$ cat config.mk
export PLATFORM = sky130hd
export DESIGN_NAME = stts_ctrl
export DESIGN_NICKNAME = d
export VERILOG_FILES = /design/src/hdl/stts_pkg.sv /design/src/hdl/stts_ctrl.sv
export SDC_FILE = /design/constraint.sdc
export NUM_CORES = 1
export LEC_CHECK = 0
export BUFFER_PORTS_ARGS = -buffer_cell sky130_fd_sc_hd__buf_2
export CAP_MARGIN = 20
export CORE_AREA = 4 4 41 43
export CTS_CLUSTER_DIAMETER = 120
export DETAILED_ROUTE_END_ITERATION = 8
export DIE_AREA = 0 0 45 47
export GPL_ROUTABILITY_DRIVEN = 0
export REMOVE_ABC_BUFFERS = 1
export SYNTH_ARGS = -nofsm -noshare
export SYNTH_HDL_FRONTEND = slang
export SYNTH_SLANG_ARGS = --single-unit
$ cat constraint.sdc
create_clock -name clk -period 1.4 [get_ports clk]
set_clock_uncertainty 0.05 [all_clocks]
set_input_delay 0.28 -clock clk [delete_from_list [all_inputs] [get_ports clk]]
set_output_delay 0.28 -clock clk [all_outputs]
set_load 0.01 [all_outputs]
$ cat src/hdl/stts_pkg.sv
// shared types and constants for the sorted time table seek block
// no dependencies; imported by stts_ctrl, stts_dp and sorted_time_table_seek_top
package stts_pkg;

  localparam int TABLE_DEPTH_DEF = 1024;
  localparam int NUM_W           = 10;

  // command codes; bit 1 selects a seek, so code three seeks as well
  localparam logic [1:0] CMD_CLEAR     = 2'd0;
  localparam logic [1:0] CMD_APPEND    = 2'd1;
  localparam logic [1:0] CMD_QUERY     = 2'd2;
  localparam logic [1:0] CMD_QUERY_ALT = 2'd3;

  // result status codes
  localparam logic [2:0] ST_OK      = 3'd0;
  localparam logic [2:0] ST_STORED  = 3'd1;
  localparam logic [2:0] ST_FULL    = 3'd2;
  localparam logic [2:0] ST_ORDER   = 3'd3;
  localparam logic [2:0] ST_EMPTY   = 3'd4;
  localparam logic [2:0] ST_CLEARED = 3'd5;

  typedef struct packed {
    logic [1:0]         cmd;
    logic [62:0]        entry_time;
    logic [63:0]        entry_offset;
    logic signed [63:0] query_time;
  } in_word_t;

  typedef struct packed {
    logic [2:0]       status;
    logic [NUM_W-1:0] chunk_number;
    logic [63:0]      chunk_offset;
  } out_word_t;

  // controller to datapath
  typedef struct packed {
    logic start;     // input word accepted
    logic step;      // one search probe
    logic finish;    // search closed, pick the index
    logic load_out;  // move the result into the output register
  } ctrl_cmd_t;

  // datapath to controller
  typedef struct packed {
    logic need_search;
    logic need_fetch;
    logic search_done;
    logic out_free;
  } dp_stat_t;

endpackage

$ cat src/hdl/stts_ctrl.sv
// controller state machine for the seek table: sequences accept, search, fetch, respond
// depends on stts_pkg
module stts_ctrl (
  input  logic                 clk,
  input  logic                 rst_n,
  input  logic                 in_valid,
  output logic                 in_ready,
  input  stts_pkg::dp_stat_t   dp_stat,
  output stts_pkg::ctrl_cmd_t  ctrl_cmd
);
  import stts_pkg::*;

  typedef enum logic [3:0] {
    S_IDLE   = 4'b0001,
    S_SEARCH = 4'b0010,
    S_FETCH  = 4'b0100,
    S_RESP   = 4'b1000
  } state_t;

  state_t state_r, state_nxt;

  always_comb begin
    state_nxt = state_r;
    ctrl_cmd  = '0;
    in_ready  = 1'b0;
    unique case (state_r)
      S_IDLE: begin
        in_ready = 1'b1;
        if (in_valid) begin
          ctrl_cmd.start = 1'b1;
          if (dp_stat.need_search) state_nxt = S_SEARCH;
          else if (dp_stat.need_fetch) state_nxt = S_FETCH;
          else state_nxt = S_RESP;
        end
      end
      S_SEARCH: begin
        if (dp_stat.search_done) begin
          ctrl_cmd.finish = 1'b1;
          state_nxt = S_FETCH;
        end else begin
          ctrl_cmd.step = 1'b1;
        end
      end
      S_FETCH: begin
        state_nxt = S_RESP;
      end
      S_RESP: begin
        if (dp_stat.out_free) begin
          ctrl_cmd.load_out = 1'b1;
          state_nxt = S_IDLE;
        end
      end
      default: begin
        state_nxt = S_IDLE;
      end
    endcase
  end

  always_ff @(posedge clk) begin
    if (!rst_n) begin
      state_r <= S_IDLE;
    end else begin
      state_r <= state_nxt;
    end
  end

endmodule

## Word level (Yosys, flattened, before mapping)

Cells that the tools add are included.

| storage, ports and cells | value |
|---|---|
| register bits after elaboration | 4 |
| input port bits | 7 |
| output and inout port bits | 5 |
| logic and storage cells | 23 |

| cells by class | value |
|---|---|
| equal/unequal tests | 7 |
| muxes and demuxes | 14 |
| reduce and logical (&&, ||, !) cells | 1 |

Operators with widths:

| kind | count |
|---|---|
| 4-bit two-way mux | 5 |
| 4-bit case mux with 4 select lines | 1 |
| 1-bit two-way mux | 7 |
| 2-bit != test, second input constant | 3 |
| 4-bit by 1-bit == test with 1-bit output, second input constant | 1 |
| 4-bit by 2-bit == test with 1-bit output, second input constant | 1 |
| 4-bit by 3-bit == test with 1-bit output, second input constant | 1 |
| 4-bit == test, second input constant | 1 |
| 3-bit AND reduction | 1 |
| 2-bit two-way mux | 1 |

## Logic depth before layout (Yosys ltp)

Gate-level depths: netlist of run 1.

| logic depth | value |
|---|---|
| depth in word-level cells | 4 |
| mapped depth | 4 |
| gate-level depth less buffers | 3 |

## Worst setup path before layout of run 1

Ideal clock, no wire load.

| timing | value |
|---|---|
| path kind | flip-flop to output port |
| start point | register state_r[0] |
| end point | output ctrl_cmd[1] (netlist bit) |
| arrival time | 1,173 ps |
| required time | 1,070 ps |
| setup slack | -103 ps |
| stages on the path, launching flop included | 4 |
| path buffers | 1 |
| cells stage by stage | dfxtp_1 -> buf_2 -> or2b_1 -> nor4b_1 |

RTL lines:

| item | RTL line | text |
|---|---|---|
| start, declared | stts_ctrl.sv:20 | `state_t state_r, state_nxt;` |
| start signal, assigned | stts_ctrl.sv:63 | `state_r <= state_nxt;` |
| end, declared | stts_ctrl.sv:9 | `output stts_pkg::ctrl_cmd_t ctrl_cmd` |

==> results of run 1 <==
[cells in the final DEF, fill, tap and decap left out, types with 2 or more instances in the layout]
cell type,n
dfxtp_2,3
buf_2,11
a211oi_2,2
nor4b_2,2
buf_4,7
nor2_1,2
buf_6,7
nand2b_1,3
clkbuf_4,3
[what timing repair did]
action / CTS / global route
setup endpoints to repair: 5 / 9
pin swaps: 3 / 4
resized for setup: 10 / 18
hold endpoints to repair: 0 / 0
setup buffers: 6 / 4
[logic make-up after synthesis]
family          synth area share [%]
buf+inv                         9.02
flops                           25.1
simple gates                    45.1
compound gates                  20.8
[cell type report]
type / count / area, µm²
Multi-Input combinational cell: 29 / 297
Clock buffer: 3 / 22.5
Fill cell: 136 / 684
Timing Repair Buffer: 26 / 191
Tap cell: 15 / 18.8
Sequential cell: 4 / 87.6
[report_power, final]
part / leakage (nW) / switching (mW) / total [mW] / internal (mW)
Sequential: 0.0341 / 0.00442 / 0.126 / 0.121
Clock: 0.0138 / 0.0534 / 0.150 / 0.0963
Combinational: 0.211 / 0.0643 / 0.141 / 0.0771
Total: 0.259 / 0.122 / 0.417 / 0.295
[critical path: cells and delay by family (launching register included)]
family | cells | cell delay, ns
and+or+nand+nor | 2 | 0.51
buffers and inverters | 1 | 0.17
DFF | 1 | 0.34
[routing by layer]
metal,track usage [%],vias to the layer above
li1,-,195
met4,10.5,0
met2,17.2,14
met3,2.68,4
met1,10.7,207
met5,0,-
[worst min path at each step]
stage	endpoint	slack, ns	depth (start not counted)
6_report	state_r[0]$_SDFFE_PN1P_	0.23	2
5_1_grt	state_r[0]$_SDFFE_PN1P_	0.23	2
4_1_cts	state_r[0]$_SDFFE_PN1P_	0.23	2
3_5_place_dp	state_r[0]$_SDFFE_PN1P_	0.48	2
3_3_place_gp	state_r[0]$_SDFFE_PN1P_	0.49	2
2_1_floorplan	state_r[0]$_SDFFE_PN1P_	0.33	1
[through the flow]
step                area, µm²  hold WS [ns]  setup TNS [ns]  util (%)  worst slack (ns)
floorplan                 290         0.329          -0.128         -            -0.124
global placement          402         0.489               0      30.9            0.0242
detailed placement        402         0.484        -0.00671      30.9          -0.00671
CTS                       504         0.234          -0.645      38.8            -0.184
global route              617         0.229           -1.00      47.4            -0.242
finish                    617         0.235          -0.674      47.4            -0.193
==> metrics.yaml, run 1 <==
status: "complete, but fails checks"
violations: "negative setup slack"
yosys_warnings: 0
path_cells: "or2b_1, nor4_2, buf_2"
routed.top_layer: "met4"
antenna_cells: 0
wl_met2_um: 599
synth.most_common_cell: "dfxtp_1"
hold_violations: 0
fp.coreArea_mm2: 0.00130
cts.sinks: 4
die_x_um: 45
ys_types: 23
dr.pass1.iters: 4
areaGrowthSynthToFinish_pct: 93.3
clock.fmax_mhz: 628
crit_fanout: 3
synth_edf_count: 0
reg2reg_depth: 5
maxCapViolations: 0
critPathSlowestCell: "dfxtp_4"
cts-root-buf: "clkbuf_4"
dp_hpwl_um: 615
final_cell_count_no_fill: 77
wl_met3_um: 59
drv_slew: 0
wl_mm: 1.14
antenna_found_initial: 0
die_h_um: 47
crit_path_max_incr_delay_ns: 0.34
cts_tree: "built"
largest_reg_flops: 4
clockBufferDepth: 2
crit_type: "flip-flop to primary output"
finalPower_uw: 417
synth_area_leader_cell: "dfxtp_1"
leakagePower_nw: 0.259
r2r-start: "state_r[3]$_SDFFE_PN0P_"
vias: 420
rrSetupSlack_ns: -0.02
place_inst: 64
start_util_pct: 24.5
track_usage_pct: 10.5
worst_slack_ns: -0.193
period_share_pct: 114
drt-met1-wl_um: 440
reg.largest.list: "state_r: 4 flops"
slew-limit-headroom_pct: 80.8
clk_pin_slew_ns: 0.04
synthCells: 37
mappedNetlistArea_um2: 319
yosysTopAreaCellShare_pct: 25.1
rsz0062_at_grt: "true"
rows: 13
synth-seq-area-share_pct: 25.1
ant_nets: 0
async_flop_share_pct: 0
regMostFlops: "state_r"
start_kind: "flip-flop"
postCtsHoldBufs: 0
dieArea_mm2: 0.00212
p_per_area_mw_per_mm2: 676
drcViolationCount: 0
synth_ff_type: "dfxtp_1"
avgSynthCellArea_um2: 8.62
finalSetupViolCount: 6
vias_per_cell: 5.45
fin_crit_ns: 1.59
gr-total-overflow: 0
cts-htree-levels: 1
dr.first_iter.drc_count: 11
hold_start: "rst_n"
worstPathRequired_ns: 1.07
grt_pass1_wl_mm: 1.53
first_global_vias: 378
ir_worst_vdd_v: 0.000319
grt_max_degree: 11
nNetsFinal: 71
cts_buffers: 3
wl_per_cell_um: 14.8
insertion_delay_ns: 0.24
synth.area.top_cells: "dfxtp_1, nor4b_1, nand3b_4"
worstSetupStartpoint: "state_r[0]$_SDFFE_PN1P_"
io_buffers: 11
synth-seq-cells: 4
crit_path_end_kind: "primary output"
io_pins: 12
synthTopCellsByCount: "dfxtp_1, nand2b_1, nor4b_1"
arrival_ns: 1.26
drive_gt1_share_pct: 77.4
hold_path.class: "input port to flip-flop"
reg2reg_to: "state_r[1]$_SDFFE_PN0P_"
tightestPinTransition_ns: 0.284
crit_path_end: "ctrl_cmd[2]"
(Power assumes the default switching activity.)
==> run 2: changes to the inputs <==
--- a/config.mk
+++ b/config.mk
@@ -12,6 +12,7 @@
 export DETAILED_ROUTE_END_ITERATION = 8
 export DIE_AREA = 0 0 45 47
 export GPL_ROUTABILITY_DRIVEN = 0
+export RECOVER_POWER = 100
 export REMOVE_ABC_BUFFERS = 1
 export SYNTH_ARGS = -nofsm -noshare
 export SYNTH_HDL_FRONTEND = slang
==> run 2 against run 1 <==
Net effect: design area fell by 1.4%; wire length up 0.70%; the flow still finishes with violations (negative setup slack); register-to-register slack worse by 0.05 ns; highest routed layer unchanged; largest power group unchanged; non-clock buffer count did not move.
==> metrics.yaml, run 2 (same netlist as run 1, synthesis figures left out) <==
status: "complete, but fails checks"
violations: "negative setup slack"
largest_reg_flops: 4  # unchanged
fin_crit_ns: 1.61  # +0.0218 ns
final_cell_count_no_fill: 77  # unchanged
dr.pass1.iters: 4  # unchanged
crit_path_end_kind: "primary output"
clk_pin_slew_ns: 0.04  # about the same
start_util_pct: 24.5  # unchanged
insertion_delay_ns: 0.25  # about the same
wl_per_cell_um: 14.9  # +0.70%
drv_slew: 0  # unchanged
vias_per_cell: 5.70  # +4.5%
crit_path_max_incr_delay_ns: 0.34  # about the same
dr.first_iter.drc_count: 6  # -5
vias: 439  # +4.5%
cts-htree-levels: 1  # unchanged
hold_violations: 0  # unchanged
drive_gt1_share_pct: 75.8  # -1.6 points
gr-total-overflow: 0  # unchanged
cts-root-buf: "clkbuf_4"
clock.fmax_mhz: 619  # -1.4%
first_global_vias: 378  # unchanged
nNetsFinal: 71  # unchanged
r2r-start: "state_r[3]$_SDFFE_PN0P_"
worstPathRequired_ns: 1.07  # about the same
period_share_pct: 115  # +1.6 points
finalSetupViolCount: 7  # +1
worst_slack_ns: -0.215  # -0.0218 ns
die_h_um: 47  # unchanged
tightestPinTransition_ns: 0.298  # +0.0131 ns
grt_pass1_wl_mm: 1.53  # unchanged
rrSetupSlack_ns: -0.07  # -0.05 ns
cp_num_buf_inv: 1  # unchanged
fp.coreArea_mm2: 0.00130  # unchanged
worstSetupStartpoint: "state_r[0]$_SDFFE_PN1P_"
track_usage_pct: 10.5  # unchanged
path_depth: 3  # unchanged
dieArea_mm2: 0.00212  # unchanged
postCtsHoldBufs: 0  # unchanged
worstHoldPathCells: 2  # unchanged
maxCapViolations: 0  # unchanged
antenna_cells: 0  # unchanged
ant_nets: 0  # unchanged
grt_max_degree: 11  # unchanged
leakagePower_nw: 0.258  # -0.53%
path_cells: "or2b_1, nor4_2, buf_2"
drcViolationCount: 0  # unchanged
reg.largest.list: "state_r: 4 flops"
hold_path.class: "input port to flip-flop"
reg2reg_to: "state_r[1]$_SDFFE_PN0P_"
ir_worst_vdd_v: 0.000318  # -0.18%
areaGrowthSynthToFinish_pct: 90.6
worstHoldEndpoint: "state_r[0]$_SDFFE_PN1P_"
place_inst: 64  # unchanged
regMostFlops: "state_r"
cts.sinks: 4  # unchanged
arrival_ns: 1.28  # +0.02 ns
tns_ns: -0.781  # -0.107 ns
slew-limit-headroom_pct: 79.9  # -0.89 points
rsz0062_at_grt: "true"
die_x_um: 45  # unchanged
reg2reg_depth: 5  # unchanged
critPathSlowestCell: "dfxtp_4"
timing.hold.ws_ns: 0.231  # -0.00336 ns
p_per_area_mw_per_mm2: 685  # +1.4%
wl_mm: 1.15  # +0.70%
crit_family: "simple AND/OR/NAND/NOR gates"
io_pins: 12  # unchanged
finalPower_uw: 417  # about the same
final_common_cell: "buf_2"
dp_slack_ns: -0.00671  # unchanged
hold_start: "rst_n"
cts_tree: "built"
antenna_found_initial: 0  # unchanged
start_kind: "flip-flop"
cts_buffers: 3  # unchanged
crit_fanout: 3  # unchanged
crit_type: "flip-flop to primary output"
io_buffers: 11  # unchanged
rows: 13  # unchanged
dp_hpwl_um: 615  # unchanged
clockBufferDepth: 2  # unchanged
mostFrequentLayoutCells: "buf_2, buf_4, buf_6"
==> run 2: cell counts in the layout (fill, tap and decap cells not counted) <==
No cell type changed its count.
==> run 2: cell type report <==
cell class | instances | area [µm²]
tap | 15 | 18.8
timing repair buffer | 26 | 188
sequential | 4 | 87.6
clock buffer | 3 | 22.5
multi-input combinational | 29 | 292
fill | 137 | 693
==> run 2: worst max path at each step <==
stage	endpoint	slack (ns)
after floorplan	ctrl_cmd[1]	-0.12
after global placement	ctrl_cmd[1]	0.02
after detailed placement	ctrl_cmd[1]	-0.007
after CTS	ctrl_cmd[1]	-0.18
after global routing	ctrl_cmd[1]	-0.24
final	ctrl_cmd[2]	-0.21
==> run 2: report_power, final <==
part / leakage [nW] / total [mW] / switching [mW] / internal (mW)
registers: 0.0341 / 0.126 / 0.00431 / 0.121
logic: 0.210 / 0.139 / 0.0633 / 0.0762
clock network: 0.0138 / 0.151 / 0.0551 / 0.0964
==> run 2: repair_timing <==
| action | 4_1_cts | 5_1_grt |
|---|---|---|
| setup endpoints to repair | 5 | 9 |
| buffers inserted | 6 | 4 |
| pin swaps | 3 | 4 |
| resized for setup | 10 | 18 |
==> run 2: stage by stage <==
stage	area [µm²]	utilization [%]
floorplan	290	-
global placement	402	30.9
detailed placement	402	30.9
CTS	504	38.8
global route	608	46.7
finish	608	46.7
==> run 2: routing by layer <==
metal	vias up	global-route usage [%]	routed length [µm]
li1	194	-	-
met1	214	10.7	444
met2	24	17.2	588
met3	7	2.68	65
met4	0	10.5	48
met5	-	0	0
==> run 3: changes to the inputs <==
==> constraint.sdc (replaced) <==
create_clock -name clk -period 1.5 [get_ports clk]
set_clock_uncertainty 0.05 [all_clocks]
set_input_delay 0.3 -clock clk [delete_from_list [all_inputs] [get_ports clk]]
set_output_delay 0.3 -clock clk [all_outputs]
set_load 0.005 [all_outputs]
==> run 3 against run 2 <==
Net effect: the flow still finishes with violations (negative setup slack); wire length shrank 30%; first-iteration DRC count grew 33%; via count shrank 21%; die area is the same; sequential cell count is the same; sequential power shrank 6%; count of clock-buffer cells in the layout is the same; largest cell class unchanged; total power shrank 19%; worst setup slack gained 0.15 ns; sequential share of layout area grew 3.8 points; register-to-register slack gained 0.18 ns; largest power group unchanged.
==> metrics.yaml, run 3 (same netlist as run 1, synthesis figures left out) <==
status: "complete, but fails checks"
violations: "negative setup slack"
critPathSlowestCell: "dfxtp_2"
antenna_cells: 0  # unchanged
cts-htree-levels: 1  # unchanged
period_share_pct: 104
io_buffers: 11  # unchanged
worst_slack_ns: -0.0635  # +0.151 ns
drv_slew: 0  # unchanged
regMostFlops: "state_r"
crit_type: "flip-flop to primary output"
final_common_cell: "buf_2"
crit_path_max_incr_delay_ns: 0.31  # -0.03 ns
worstHoldEndpoint: "state_r[0]$_SDFFE_PN1P_"
die_x_um: 45  # unchanged
cp_num_buf_inv: 1  # unchanged
wl_per_cell_um: 11.9  # -20%
antenna_found_initial: 0  # unchanged
slew-limit-headroom_pct: 74.5  # -5.4 points
arrival_ns: 1.21  # -0.07 ns
comb_power_share_pct: 25.0  # -8.5 points
fp.coreArea_mm2: 0.00130  # unchanged
wl_um: 807  # -30%
cts.sinks: 4  # unchanged
pwr-share-clk_pct: 40.0  # +3.6 points
p_sw_uw: 88.5  # -28%
p_int_uw: 249  # -15%
reg2reg_to: "state_r[1]$_SDFFE_PN0P_"
path_cells: "or2b_1, nor4b_2, buf_2"
reg.largest.list: "state_r: 4 flops"
nNetsFinal: 62  # -13%
place_inst: 63  # -1.6%
worstSetupStartpoint: "state_r[1]$_SDFFE_PN0P_"
areaGrowthSynthToFinish_pct: 44.7
die_h_um: 47  # unchanged
dieArea_mm2: 0.00212  # unchanged
rows: 13  # unchanged
cts-root-buf: "clkbuf_4"
vias_per_cell: 5.13  # -10%
crit_fanout: 4  # +1
dp_hpwl_um: 581  # -5.6%
r2r-start: "state_r[1]$_SDFFE_PN0P_"
start_util_pct: 24.5  # unchanged
clk_pin_slew_ns: 0.04  # about the same
cts_buffers: 3  # unchanged
drive_gt1_share_pct: 50.9  # -25 points
worstHoldPathCells: 2  # unchanged
start_kind: "flip-flop"
finalSetupViolCount: 2  # -5
dr.first_iter.drc_count: 8  # +2
crit_path_end_kind: "primary output"
io_pins: 12  # unchanged
ant_nets: 0  # unchanged
gr-total-overflow: 0  # unchanged
hold_path.class: "input port to flip-flop"
track_usage_pct: 8.93  # -1.6 points
worstPathRequired_ns: 1.15  # +0.08 ns
pwr-share-seq_pct: 35.0  # +4.9 points
hold_start: "rst_n"
leakagePower_nw: 0.192  # -26%
rrSetupSlack_ns: 0.11  # +0.18 ns
clock.fmax_mhz: 640
mostFrequentLayoutCells: "buf_2, buf_4, nand2b_1, clkbuf_4, dfxtp_2"
fin_crit_ns: 1.56
dr.pass1.iters: 4  # unchanged
vias: 349  # -21%
maxCapViolations: 0  # unchanged
rsz0062_at_grt: "true"
grt_max_degree: 14  # +3
hold_violations: 0  # unchanged
drcViolationCount: 0  # unchanged
tightestPinTransition_ns: 0.377  # +0.0797 ns
p_per_area_mw_per_mm2: 732  # +6.8%
dp_slack_ns: 0.0636  # +0.0703 ns
crit_family: "simple AND/OR/NAND/NOR gates"
grt_pass1_wl_mm: 1.34  # -13%
cts_tree: "built"
postCtsHoldBufs: 0  # unchanged
ir_worst_vdd_v: 0.000303  # -4.8%
tns_ns: -0.0659  # +0.716 ns
final_cell_count_no_fill: 68  # -12%
swShare_pct: 26.2  # -3.3 points
insertion_delay_ns: 0.23  # -0.02 ns
reg2reg_depth: 4  # -1
first_global_vias: 333  # -12%
path_depth: 3  # unchanged
largest_reg_flops: 4  # unchanged
clockBufferDepth: 2  # unchanged
-- run 3: cell count changes in the layout (fill, tap and decap cells not counted), sizes merged --
cell	delta
buf	-9
-- run 3: power by group through the flow --
stage               clock (mW)  sequential (mW)  combinational [mW]
floorplan                    0            0.126              0.0300
global placement             0            0.121              0.0704
detailed placement           0            0.121              0.0696
CTS                      0.139            0.118              0.0783
global route             0.147            0.119              0.0928
finish                   0.135            0.118              0.0845
-- run 3: worst max path at each step --
stage / end
floorplan: state_r[3]$_SDFFE_PN0P_
global placement: ctrl_cmd[1]
detailed placement: ctrl_cmd[1]
CTS: ctrl_cmd[1]
global route: ctrl_cmd[1]
finish: ctrl_cmd[1]
-- run 3: area by class of cell --
class,instances,area [µm²]
well taps,15,18.8
flip-flops and latches,4,83.8
clock buffers,3,22.5
fillers,143,840
repair buffers,17,100
multi-input cells,29,236
-- run 3: what timing repair did --
action                     4_1_cts  5_1_grt
buffers inserted                 2        0
gates resized for setup          4        5
pin swaps                        1        1
setup endpoints to repair        3        5
-- run 3: stage by stage --
stage / instance area (µm²) / total power, mW / utilization [%] / hold WS [ns]
after detailed placement: 394 / 0.190 / 30.3 / 0.504
after floorplan: 290 / 0.156 / - / 0.349
after global routing: 462 / 0.358 / 35.5 / 0.259
after CTS: 442 / 0.335 / 33.9 / 0.266
after global placement: 394 / 0.191 / 30.3 / 0.500
final: 462 / 0.338 / 35.5 / 0.270
-- run 3: metal layers --
layer / track usage (%) / routed length (µm) / up-vias
met3: 3.07 / 45 / 2
li1: - / - / 179
met2: 14.4 / 385 / 7
met1: 9.57 / 357 / 161
met4: 7.02 / 18 / 0
met5: 0 / 0 / -
-- run 3: worst register-to-register path: cells and delay by family, from the launching register on --
family | cells | cell delay [ns]
buf+inv | 1 | 0.14
simple gates | 2 | 0.68
compound gates | 1 | 0.14
flops | 1 | 0.31
